<file path="config.mk">
export PLATFORM = sky130hd
export DESIGN_NAME = pulse_sawtooth_sound_generator
export DESIGN_NICKNAME = d
export VERILOG_FILES = /design/src/rtl/pssg_pkg.sv /design/src/rtl/pulse_sawtooth_sound_generator.sv
export SDC_FILE = /design/constraint.sdc
export NUM_CORES = 1
export LEC_CHECK = 0
export ABC_AREA = 1
export BUFFER_PORTS_ARGS = -buffer_cell sky130_fd_sc_hd__buf_2
export CORE_MARGIN = 1
export CORE_UTILIZATION = 35
export CTS_BUF_LIST = sky130_fd_sc_hd__clkbuf_8
export DETAILED_ROUTE_END_ITERATION = 16
export PLACE_DENSITY_LB_ADDON = 0.1
export SETUP_SLACK_MARGIN = 0.02
export SLEW_MARGIN = 20
export SYNTH_ARGS = -nofsm -noshare
export SYNTH_HDL_FRONTEND = slang
export SYNTH_SLANG_ARGS = --single-unit
</file>
<file path="constraint.sdc">
create_clock -name aclk -period 3.8 [get_ports aclk]
set_input_delay 0.38 -clock aclk [delete_from_list [all_inputs] [get_ports aclk]]
set_output_delay 0.38 -clock aclk [all_outputs]
set_load 0.05 [all_outputs]
</file>
<file path="src/rtl/pssg_pkg.sv">
`default_nettype none

package pssg_pkg;

    localparam int FRACTION_BITS_DEF = 16;

    // input function codes
    localparam logic FUNC_WRITE = 1'b0;
    localparam logic FUNC_TICK  = 1'b1;

    // channel codes
    localparam logic [1:0] CH_PULSE_A = 2'd0;
    localparam logic [1:0] CH_PULSE_B = 2'd1;
    localparam logic [1:0] CH_SAW     = 2'd2;

    // channel register codes
    localparam logic [1:0] CREG_CTRL      = 2'd0;
    localparam logic [1:0] CREG_PERIOD_LO = 2'd1;
    localparam logic [1:0] CREG_PERIOD_HI = 2'd2;

    // configuration register indexes
    localparam logic [1:0] CFG_SAMPLE_STEP  = 2'd0;
    localparam logic [1:0] CFG_EMULATION_ON = 2'd1;
    localparam logic [1:0] CFG_OUTPUT_GAIN  = 2'd2;

    localparam logic [23:0] SAMPLE_STEP_RST = 24'd2660000;
    localparam logic [9:0]  OUTPUT_GAIN_RST = 10'd256;

    typedef struct packed {
        logic       func;
        logic [1:0] channel;
        logic [1:0] reg_index;
        logic [7:0] write_data;
    } in_t;

    typedef struct packed {
        logic signed [15:0] pulse_a_out;
        logic signed [15:0] pulse_b_out;
        logic [15:0]        saw_out;
    } out_t;

    typedef enum logic [2:0] {
        ST_IDLE,
        ST_SEL,
        ST_LOAD,
        ST_ITER,
        ST_DECAY,
        ST_OUT
    } state_t;

endpackage

`default_nettype wire

</file>
<file path="src/rtl/pulse_sawtooth_sound_generator.sv">
// Three-channel tone generator: two pulse channels and one sawtooth channel.
// Input channel (s_valid/s_ready/s_data): each transfer is either a channel
// register write or a sample tick. A write is taken while idle and gives
// no result. A tick walks the three channels in turn through one shared
// timer adder and gives one result transfer (m_valid/m_ready/m_data) with
// the three channel levels.
// Per tick: a disabled channel passes through select and decay; an enabled
// one through select, load, one iterate step per advance and a final
// iterate step, where the number of advances is ceil((timer + sample_step)
// / timer period). With the reset configuration and period 0 a pulse
// channel advances about 41 times per tick. The result becomes valid in the
// same cycle in which s_ready rises again. The single timer adder, one add
// or subtract a cycle, sets the rate; s_ready is high only while no tick is
// in progress.
// A finished result sits in the output register; while the receiver stalls
// the block still takes writes and can work on the next tick, and only
// waits at the end of that tick until the output register is free.
// Reset (aresetn, synchronous, active low) clears all channel state and
// loads sample_step 2660000, emulation_on 1 and output_gain 256.
`default_nettype none

module pulse_sawtooth_sound_generator
    import pssg_pkg::*;
#(
    parameter int FRACTION_BITS = FRACTION_BITS_DEF
) (
    input  wire         aclk,
    input  wire         aresetn,
    // input items
    input  wire         s_valid,
    output logic        s_ready,
    input  in_t         s_data,
    // results
    output logic        m_valid,
    input  wire         m_ready,
    output out_t        m_data,
    // configuration
    input  wire         psel,
    input  wire         penable,
    input  wire         pwrite,
    input  wire  [3:0]  paddr,
    input  wire  [31:0] pwdata,
    output logic [31:0] prdata,
    output logic        pready
);

    // timer arithmetic width: covers sample_step, the longest saw period and -2^31
    localparam int TW = (FRACTION_BITS + 15 > 33) ? FRACTION_BITS + 15 : 33;
    localparam logic signed [TW-1:0] TIMER_MIN = {{(TW-31){1'b1}}, 31'd0};

    // configuration registers
    logic [23:0] sample_step_reg;
    logic        emulation_on_reg;
    logic [9:0]  output_gain_reg;

    // sequencer
    state_t state_reg, state_next;
    logic [1:0] ch_reg, ch_next;
    logic signed [TW-1:0] t_reg, t_next;

    // pulse channel state
    logic signed [31:0] pulse_timer_reg [2];
    logic signed [31:0] pulse_timer_next [2];
    logic [3:0]  pulse_step_reg [2];
    logic [3:0]  pulse_step_next [2];
    logic [3:0]  pulse_duty_reg [2];
    logic [3:0]  pulse_duty_next [2];
    logic [13:0] pulse_volume_reg [2];
    logic [13:0] pulse_volume_next [2];
    logic [11:0] pulse_period_reg [2];
    logic [11:0] pulse_period_next [2];
    logic        pulse_enable_reg [2];
    logic        pulse_enable_next [2];
    logic signed [16:0] pulse_level_reg [2];
    logic signed [16:0] pulse_level_next [2];

    // sawtooth channel state
    logic signed [31:0] saw_timer_reg, saw_timer_next;
    logic [2:0]  saw_step_reg, saw_step_next;
    logic [12:0] saw_rate_reg, saw_rate_next;
    logic [11:0] saw_period_reg, saw_period_next;
    logic        saw_enable_reg, saw_enable_next;
    logic signed [16:0] saw_level_reg, saw_level_next;

    // output register
    logic m_valid_reg, m_valid_next;
    out_t m_data_reg, m_data_next;

    // datapath signals
    logic               pidx;
    logic               is_saw;
    logic               ch_active;
    logic [11:0]        period_sel;
    logic [12:0]        period_p1;
    logic [TW-1:0]      freq_base;
    logic [TW-1:0]      freq;
    logic signed [31:0] timer_sel;
    logic signed [16:0] level_sel;
    logic signed [16:0] level_decayed;
    logic signed [TW-1:0] add_a;
    logic signed [TW-1:0] add_b;
    logic               add_cin;
    logic signed [TW-1:0] add_sum;
    logic               t_pos;
    logic signed [31:0] t_clamped;
    logic [13:0]        vol_prod;
    logic [15:0]        rate_prod;
    logic [3:0]         pstep_inc;
    logic [2:0]         sstep_inc;
    logic signed [16:0] vol_level;
    logic               wr_take;
    logic               out_free;
    logic               cfg_wr;

    // ------------------------------------------------------------------
    // configuration port
    // ------------------------------------------------------------------
    assign pready = 1'b1;
    assign cfg_wr = psel && penable && pwrite && pready;

    always_comb begin
        case (paddr[3:2])
            CFG_SAMPLE_STEP:  prdata = {8'd0, sample_step_reg};
            CFG_EMULATION_ON: prdata = {31'd0, emulation_on_reg};
            CFG_OUTPUT_GAIN:  prdata = {22'd0, output_gain_reg};
            default:          prdata = 32'd0;
        endcase
    end

    always_ff @(posedge aclk) begin
        if (!aresetn) begin
            sample_step_reg  <= SAMPLE_STEP_RST;
            emulation_on_reg <= 1'b1;
            output_gain_reg  <= OUTPUT_GAIN_RST;
        end else if (cfg_wr) begin
            case (paddr[3:2])
                CFG_SAMPLE_STEP:  sample_step_reg  <= pwdata[23:0];
                CFG_EMULATION_ON: emulation_on_reg <= pwdata[0];
                CFG_OUTPUT_GAIN:  output_gain_reg  <= pwdata[9:0];
                default: ;
            endcase
        end
    end

    // ------------------------------------------------------------------
    // shared datapath
    // ------------------------------------------------------------------
    assign s_ready  = (state_reg == ST_IDLE);
    assign m_valid  = m_valid_reg;
    assign m_data   = m_data_reg;
    assign wr_take  = s_valid && s_ready && (s_data.func == FUNC_WRITE);
    assign out_free = !m_valid_reg || m_ready;

    assign pidx   = ch_reg[0];
    assign is_saw = (ch_reg == CH_SAW);

    assign period_sel = is_saw ? saw_period_reg : pulse_period_reg[pidx];
    assign period_p1  = {1'b0, period_sel} + 13'd1;
    assign freq_base  = TW'(period_p1) << FRACTION_BITS;
    assign freq       = is_saw ? (freq_base << 1) : freq_base;

    assign timer_sel = is_saw ? saw_timer_reg : pulse_timer_reg[pidx];
    assign level_sel = is_saw ? saw_level_reg : pulse_level_reg[pidx];
    assign ch_active = emulation_on_reg && (is_saw ? saw_enable_reg : pulse_enable_reg[pidx]);

    // level >>> 7 is the floor shift for both signs
    assign level_decayed = level_sel - (level_sel >>> 7);

    // one adder: timer + step on load, t - period on each advance
    assign add_a   = (state_reg == ST_LOAD) ? TW'(timer_sel) : t_reg;
    assign add_b   = (state_reg == ST_LOAD) ? TW'(sample_step_reg) : ~freq;
    assign add_cin = (state_reg != ST_LOAD);
    assign add_sum = add_a + add_b + TW'(add_cin);

    assign t_pos     = !t_reg[TW-1] && (t_reg != '0);
    assign t_clamped = (t_reg < TIMER_MIN) ? 32'sh8000_0000 : t_reg[31:0];

    assign vol_prod  = {10'd0, s_data.write_data[3:0]} * {4'd0, output_gain_reg};
    assign rate_prod = {10'd0, s_data.write_data[5:0]} * {6'd0, output_gain_reg};

    assign pstep_inc = pulse_step_reg[pidx] + 4'd1;
    assign sstep_inc = saw_step_reg + 3'd1;
    assign vol_level = $signed({3'd0, pulse_volume_reg[pidx]});

    // next state
    always_comb begin
        state_next = state_reg;
        case (state_reg)
            ST_IDLE: begin
                if (s_valid && s_data.func == FUNC_TICK) state_next = ST_SEL;
            end
            ST_SEL: begin
                state_next = ch_active ? ST_LOAD : ST_DECAY;
            end
            ST_LOAD: begin
                state_next = ST_ITER;
            end
            ST_ITER: begin
                if (!t_pos) state_next = is_saw ? ST_OUT : ST_SEL;
            end
            ST_DECAY: begin
                state_next = is_saw ? ST_OUT : ST_SEL;
            end
            ST_OUT: begin
                if (out_free) state_next = ST_IDLE;
            end
            default: state_next = ST_IDLE;
        endcase
    end

    // register updates
    always_comb begin
        ch_next = ch_reg;
        t_next  = t_reg;
        for (int i = 0; i < 2; i++) begin
            pulse_timer_next[i]  = pulse_timer_reg[i];
            pulse_step_next[i]   = pulse_step_reg[i];
            pulse_duty_next[i]   = pulse_duty_reg[i];
            pulse_volume_next[i] = pulse_volume_reg[i];
            pulse_period_next[i] = pulse_period_reg[i];
            pulse_enable_next[i] = pulse_enable_reg[i];
            pulse_level_next[i]  = pulse_level_reg[i];
        end
        saw_timer_next  = saw_timer_reg;
        saw_step_next   = saw_step_reg;
        saw_rate_next   = saw_rate_reg;
        saw_period_next = saw_period_reg;
        saw_enable_next = saw_enable_reg;
        saw_level_next  = saw_level_reg;
        m_valid_next    = m_valid_reg && !m_ready;
        m_data_next     = m_data_reg;

        case (state_reg)
            ST_IDLE: begin
                ch_next = CH_PULSE_A;
                if (wr_take) begin
                    case (s_data.channel)
                        CH_PULSE_A, CH_PULSE_B: begin
                            case (s_data.reg_index)
                                CREG_CTRL: begin
                                    pulse_duty_next[s_data.channel[0]] =
                                        {1'b0, s_data.write_data[6:4]} + 4'd1;
                                    pulse_volume_next[s_data.channel[0]] = vol_prod;
                                end
                                CREG_PERIOD_LO: begin
                                    pulse_period_next[s_data.channel[0]][7:0] =
                                        s_data.write_data;
                                end
                                CREG_PERIOD_HI: begin
                                    pulse_period_next[s_data.channel[0]][11:8] =
                                        s_data.write_data[3:0];
                                    pulse_enable_next[s_data.channel[0]] =
                                        s_data.write_data[7];
                                end
                                default: ;
                            endcase
                        end
                        CH_SAW: begin
                            case (s_data.reg_index)
                                CREG_CTRL:      saw_rate_next = rate_prod[15:3];
                                CREG_PERIOD_LO: saw_period_next[7:0] = s_data.write_data;
                                CREG_PERIOD_HI: begin
                                    saw_period_next[11:8] = s_data.write_data[3:0];
                                    saw_enable_next       = s_data.write_data[7];
                                end
                                default: ;
                            endcase
                        end
                        default: ;
                    endcase
                end
            end
            ST_LOAD: begin
                t_next = add_sum;
            end
            ST_ITER: begin
                if (t_pos) begin
                    t_next = add_sum;
                    if (is_saw) begin
                        if (sstep_inc == 3'd7) begin
                            saw_step_next  = 3'd0;
                            saw_level_next = '0;
                        end else begin
                            saw_step_next  = sstep_inc;
                            saw_level_next = saw_level_reg + $signed({4'd0, saw_rate_reg});
                        end
                    end else begin
                        pulse_step_next[pidx] = pstep_inc;
                        if (pstep_inc == 4'd0) begin
                            pulse_level_next[pidx] = vol_level;
                        end else if (pstep_inc == pulse_duty_reg[pidx]) begin
                            pulse_level_next[pidx] = -vol_level;
                        end
                    end
                end else begin
                    // timer has run out: store it and move on
                    if (is_saw) begin
                        saw_timer_next = t_clamped;
                    end else begin
                        pulse_timer_next[pidx] = t_clamped;
                        ch_next = ch_reg + 2'd1;
                    end
                end
            end
            ST_DECAY: begin
                if (is_saw) begin
                    saw_level_next = level_decayed;
                end else begin
                    pulse_level_next[pidx] = level_decayed;
                    ch_next = ch_reg + 2'd1;
                end
            end
            ST_OUT: begin
                if (out_free) begin
                    m_valid_next            = 1'b1;
                    m_data_next.pulse_a_out = pulse_level_reg[0][15:0];
                    m_data_next.pulse_b_out = pulse_level_reg[1][15:0];
                    m_data_next.saw_out     = saw_level_reg[15:0];
                end
            end
            default: ;
        endcase
    end

    always_ff @(posedge aclk) begin
        if (!aresetn) begin
            state_reg   <= ST_IDLE;
            ch_reg      <= CH_PULSE_A;
            m_valid_reg <= 1'b0;
            for (int i = 0; i < 2; i++) begin
                pulse_timer_reg[i]  <= '0;
                pulse_step_reg[i]   <= '0;
                pulse_duty_reg[i]   <= '0;
                pulse_volume_reg[i] <= '0;
                pulse_period_reg[i] <= '0;
                pulse_enable_reg[i] <= 1'b0;
                pulse_level_reg[i]  <= '0;
            end
            saw_timer_reg  <= '0;
            saw_step_reg   <= '0;
            saw_rate_reg   <= '0;
            saw_period_reg <= '0;
            saw_enable_reg <= 1'b0;
            saw_level_reg  <= '0;
        end else begin
            state_reg   <= state_next;
            ch_reg      <= ch_next;
            m_valid_reg <= m_valid_next;
            for (int i = 0; i < 2; i++) begin
                pulse_timer_reg[i]  <= pulse_timer_next[i];
                pulse_step_reg[i]   <= pulse_step_next[i];
                pulse_duty_reg[i]   <= pulse_duty_next[i];
                pulse_volume_reg[i] <= pulse_volume_next[i];
                pulse_period_reg[i] <= pulse_period_next[i];
                pulse_enable_reg[i] <= pulse_enable_next[i];
                pulse_level_reg[i]  <= pulse_level_next[i];
            end
            saw_timer_reg  <= saw_timer_next;
            saw_step_reg   <= saw_step_next;
            saw_rate_reg   <= saw_rate_next;
            saw_period_reg <= saw_period_next;
            saw_enable_reg <= saw_enable_next;
            saw_level_reg  <= saw_level_next;
        end
    end

    // payload registers
    always_ff @(posedge aclk) begin
        t_reg      <= t_next;
        m_data_reg <= m_data_next;
    end

endmodule

`default_nettype wire

</file>
### After elaboration in Yosys (flattened, before gate mapping)

Memory sizes are Yosys's and may differ from the RTL's. A register that Yosys moved wholly into a read port is not among the register bits.
Index checks and enable logic that the tools add are counted.

| word-level totals | value |
|---|---|
| register bits | 200 |
| memory bits (writable) | 168 |
| bits of input ports | 56 |
| output and inout bits | 83 |
| logic and storage cells | 230 |
| memories | 7 |

| operators by class | value |
|---|---|
| add/sub/neg operators | 10 |
| multiply operators | 2 |
| $lt $le $gt $ge | 5 |
| eq/ne operators | 21 |
| mux-type cells | 112 |
| bitwise operators | 19 |
| reduce and logical (&&, ||, !) cells | 37 |

Memories:

| name | words | width | read ports | clocked after Yosys merged registers in | write ports | line | text |
|---|---|---|---|---|---|---|---|
| pulse_timer_reg | 2 | 32 | 3 | 1 | 2 | pulse_sawtooth_sound_generator.sv:62 | `logic signed [31:0] pulse_timer_reg [2];` |
| pulse_level_reg | 2 | 17 | 3 | 1 | 2 | pulse_sawtooth_sound_generator.sv:74 | `logic signed [16:0] pulse_level_reg [2];` |
| pulse_volume_reg | 2 | 14 | 3 | 1 | 2 | pulse_sawtooth_sound_generator.sv:68 | `logic [13:0] pulse_volume_reg [2];` |
| pulse_period_reg | 2 | 12 | 3 | 1 | 2 | pulse_sawtooth_sound_generator.sv:70 | `logic [11:0] pulse_period_reg [2];` |
| pulse_duty_reg | 2 | 4 | 3 | 1 | 2 | pulse_sawtooth_sound_generator.sv:66 | `logic [3:0] pulse_duty_reg [2];` |
| pulse_step_reg | 2 | 4 | 3 | 1 | 2 | pulse_sawtooth_sound_generator.sv:64 | `logic [3:0] pulse_step_reg [2];` |
| 1 more memories | n/a | n/a | n/a | n/a | n/a | n/a |  |

Operators by type and width:

| cell | number |
|---|---|
| 64-bit two-way mux | 3 |
| 34-bit two-way mux | 5 |
| 32-bit two-way mux | 5 |
| 17-bit two-way mux | 8 |
| 28-bit two-way mux | 4 |
| 34-bit bitwise mux | 3 |
| 33-bit two-way mux | 3 |
| 24-bit two-way mux | 3 |
| 24-bit case mux with 3 select lines | 1 |
| 34-bit case mux with 2 select lines | 1 |
| 33-bit case mux with 2 select lines | 1 |
| 64-bit bitwise mux | 1 |
| 8-bit two-way mux | 8 |
| 24-bit bitwise mux | 2 |
| 12-bit two-way mux | 4 |
| 24-bit case mux with 2 select lines | 1 |
| 14-bit two-way mux | 3 |
| 17-bit case mux with 2 select lines | 1 |
| 33-bit by 1-bit adder with 33-bit output | 1 |
| 33-bit adder | 1 |
| 33-bit by 32-bit < comparator with 1-bit output, second input constant | 1 |
| 30-bit NOT with 33-bit output | 1 |
| 33-bit nonzero test | 1 |
| 32-bit demux with 1-bit select | 1 |
| other kinds (51) | 143 |

### Logic depth before layout (Yosys ltp)

| logic depth | value |
|---|---|
| word-level depth | 12 |
| depth in mapped cells | 26 |
| gate-level depth less buffers | 24 |

### Least setup slack after synthesis

No wires, ideal clock.

| path | value |
|---|---|
| path kind | input port to flip-flop |
| from | in s_data[5] (netlist name) |
| to | reg saw_rate_reg[11] |
| library setup time | 0.109 ns |
| data arrival time | 3.551 ns |
| required time | 3.691 ns |
| setup slack | 0.140 ns |
| stages on the path | 17 |
| buffers on the path | 1 |
| path through | clkbuf_1 -> nand2_1 -> fa_1 -> inv_1 -> fa_1 -> inv_1 -> fa_1 -> inv_1 -> ha_1 -> a21oi_1 -> nor2_1 -> a211oi_1 -> nand2_1 -> a21oi_1 -> o21ai_0 -> nand2_1 -> inv_1 |

| between the ends | value |
|---|---|
| word-level cells in the longest chain between the ends | 1 |

Ends and longest elaborated chain:

| element | line | text |
|---|---|---|
| from (decl) | pulse_sawtooth_sound_generator.sv:32 | `input in_t s_data,` |
| 6-bit by 10-bit multiplier with 16-bit output | pulse_sawtooth_sound_generator.sv:179 | `assign rate_prod = {10'd0, s_data.write_data[5:0]} * {6'd0, output_gain_reg};` |
| to (signal assigned) | pulse_sawtooth_sound_generator.sv:360 | `saw_rate_reg <= saw_rate_next;` |
| to (decl) | pulse_sawtooth_sound_generator.sv:80 | `logic [12:0] saw_rate_reg, saw_rate_next;` |

No other way between the ends.
A chain may end at the register's enable or synchronous reset.

### Final worst setup path

| path | value |
|---|---|
| from | reg output_gain_reg[2] |
| to | reg saw_rate_reg[12] |

| between the ends | value |
|---|---|
| word-level cells in the longest chain between the ends | 1 |

Ends and longest elaborated chain:

| element | line | text |
|---|---|---|
| from (decl) | pulse_sawtooth_sound_generator.sv:54 | `logic [9:0] output_gain_reg;` |
| from (signal assigned) | pulse_sawtooth_sound_generator.sv:139 | `CFG_OUTPUT_GAIN: output_gain_reg <= pwdata[9:0];` |
| 6-bit by 10-bit multiplier with 16-bit output | pulse_sawtooth_sound_generator.sv:179 |  |

No other way between the ends.

==> results.cfg <==
[yosys]
synth_seq_area_share_pct = 34.7
synthArstFlopShare_pct = 0
avgSynthCellArea_um2 = 7.05
ys.flop_type = dfxtp_1
synthCells = 3347
synth-compound-area-share_pct = 19.0
ys_ff_latch = 369
syn_area_mm2 = 0.0236
synth-edff-count = 81
yosys_warnings = 0
synth_xor_area_share_pct = 1.82
synth.distinct_cells = 56
synthMuxAreaShare_pct = 0.0424
synth_top_family_by_area = simple AND/OR/NAND/NOR gates
synth_simple_gate_area_share_pct = 22.5
synth_fa_ha_area_share_pct = 10.3

[global_route]
grt_use_total_pct = 22.1
met3_usage_pct = 2.91
antenna_found_initial = 2
grt.overflow.total = 0
grt_pass1_wl_mm = 118
grtUsageMet1_pct = 30.4
grt_pass1_vias = 21100
grt.busiest_layer = met2
met2_usage_pct = 36.1
grt_start_max_net_pins = 92

[sta]
relSlewSlack_pct = 33.4
worstMarginPinSlew_ps = 997
hold_viol = 0
setup_viol = 0
min_period_over_period_pct = 93.5
rsz0062_at_grt = true
max_freq_mhz = 281
finalClockSkew_ps = 33.5
slew_viol_final = 0
finalCriticalPeriod_ps = 3550

[placed_design]
placed_cells = 4285
hpwl_mm = 56.6
place_congestion = 0.905
dpl_cell_area_mm2 = 0.0254
portBuffers = 119

[pwr]
powerDensity_mw_per_mm2 = 407
p_leak_uw = 0.0126
vdd_drop_max_uv = 266
power.total_uw = 11100

[critical_path]
worstSetupPathType = reg2reg
crit_fanout = 6
startpoint_type = flip-flop
crit_required_ps = 4320
end_kind = flip-flop
cp.arrival_ps = 4070

[drt]
drt_iter0_drc = 1403
vias = 21900
drtAntennaViolNets = 0
via_per_inst = 4.94
post-route-drc-count = 0
routed_wl_mm = 75.2
wl_per_cell_um = 16.9
dr.pass1.iters = 5

[final_layout]
syn2layout_area_growth_pct = 15.6
fin_nets = 3737
layout_commonest_cell = nand2_1
final_cell_area_mm2 = 0.0273
final_cell_count_no_fill = 4443
drive_gt1_share_pct = 12.7
largest_reg_flops = 64
final_cell_mix = nand2_1 (645), inv_1 (517), nor2_1 (387), a21oi_1 (304), o21ai_0 (301)
fin_util_pct = 41.2

[die]
die_height_um = 262
rows = 94
start_util_pct = 35.7
die_x_um = 262
core_area_mm2 = 0.0662
ios = 139
die_area_mm2 = 0.0685

[run]
drv_cap = 0

[clock_tree]
root_buffer = clkbuf_8
cts_buffers = 73
numClockSinks = 369
cts_setup_buffers = 0
clk_pin_slew_worst_paths_ps = 60
cts_tree = yes
htreeDepth = 3
cts_buffer_depth = 3
insertion_delay_ps = 650

[min_path]
hp-class = in2reg

[outcome]
status = complete, no violations
final cells by class:
| cell class | count | area, µm² |
|---|---|---|
| Fill cell | 6976 | 38900 |
| Multi-Input combinational cell | 2309 | 12800 |
| Sequential cell | 369 | 8230 |
| Inverter | 521 | 1960 |
| Timing Repair Buffer | 245 | 1670 |
| Clock buffer | 92 | 1270 |
| Tap cell | 864 | 1080 |
| Clock inverter | 41 | 277 |
| Antenna cell | 2 | 5.00 |
through the flow:
stage / TNS (ps) / worst slack (ps) / hold slack, ps
after global placement: -67.3 / -67.3 / 422
after detailed placement: -68.4 / -45.5 / 418
final: 0 / 247 / 73.1
after CTS: 0 / 12.9 / 7.21
after floorplan: 0 / 140 / 406
after global routing: 0 / 2.29 / 44.6
where the power goes:
group          internal (µW)  switching, µW  total (µW)
Clock                   2450           1810        4260
Sequential              4130            104        4230
Combinational            818           1790        2610
Total                   7390           3710       11100
layer usage:
metal	share of wire, %	up-vias
li1	-	11200
met1	48	10200
met2	45	486
met3	4.2	118
met4	2.3	0
met5	0	-
timing repair:
| item | CTS | global route |
|---|---|---|
| gates cloned | 0 | 0 |
| gates resized for setup | 3 | 38 |
| hold endpoints to repair | 26 | 0 |
| setup endpoints to repair | 3 | 40 |
| pin swaps | 0 | 1 |
| hold buffers | 23 | 0 |
Yosys cell counts (6+ instances only):
cell type / count / share of area [%]
buf_4: 20 / 0.64
edfxtp_1: 81 / 10
a21o_1: 12 / 0.38
buf_6: 13 / 0.62
inv_2: 21 / 0.33
fa_1: 53 / 4.5
o21a_1: 10 / 0.32
nor3_1: 6 / 0.13
a31oi_1: 11 / 0.29
nand3b_1: 10 / 0.32
a22oi_1: 6 / 0.19
xnor2_1: 18 / 0.67
ha_1: 109 / 5.8
or2_2: 6 / 0.16
nand4_1: 19 / 0.50
nand3_1: 144 / 3.1
o21ai_2: 16 / 0.59
nand2_2: 15 / 0.40
nor2_2: 10 / 0.26
nor2_1: 394 / 6.3
a21oi_1: 311 / 6.6
a211oi_1: 16 / 0.51
o22ai_1: 6 / 0.16
xor2_1: 31 / 1.1
clkbuf_1: 81 / 1.3
buf_2: 26 / 0.55
o21ai_1: 46 / 0.98
inv_1: 493 / 7.8
nand3_2: 6 / 0.25
buf_1: 10 / 0.16
o21bai_1: 13 / 0.41
o211ai_1: 46 / 1.5
nand2_1: 647 / 10
o21ai_0: 304 / 6.4
dfxtp_1: 288 / 24
final timing paths:
path              cells after the start  slack [ps]                               start                             to
setup / recovery                     16         250     output_gain_reg[2]$_SDFFE_PN0P_  saw_rate_reg[12]$_SDFFE_PN0P_
setup reg to reg                     16         250     output_gain_reg[2]$_SDFFE_PN0P_  saw_rate_reg[12]$_SDFFE_PN0P_
hold / removal                        4          70                             m_ready             m_valid$_SDFF_PN0_
hold reg to reg                       0         430  pulse_level_reg[1][9]$_SDFFE_PN0P_           m_data[25]$_DFFE_PP_
cell families (layout without fill, tap and decap cells):
kind of cell / count (synthesis) / count (layout)
AO/OA/AOI/OAI: 814 / 814
XOR/XNOR: 49 / 49
adder cells (fa/ha/maj): 162 / 162
buffers and inverters: 676 / 899
flip-flops: 369 / 369
multiplexers: 1 / 1
other: 2 / 11
AND/OR/NAND/NOR: 1274 / 1274
worst max-delay path: stages, from the launching register on:
cell      delay [ps]
dfxtp_2          420
nand2_1          140
fa_1             490
fa_1             520
fa_1             570
inv_1             60
ha_1             340
buf_4            150
nand3_1           60
nand2_1          110
nand2_1           80
nand2_1           90
nand4_1          110
nand3_1           90
nand3_1           90
o211ai_1          90
inv_1             50
(Power assumes the default switching activity.)
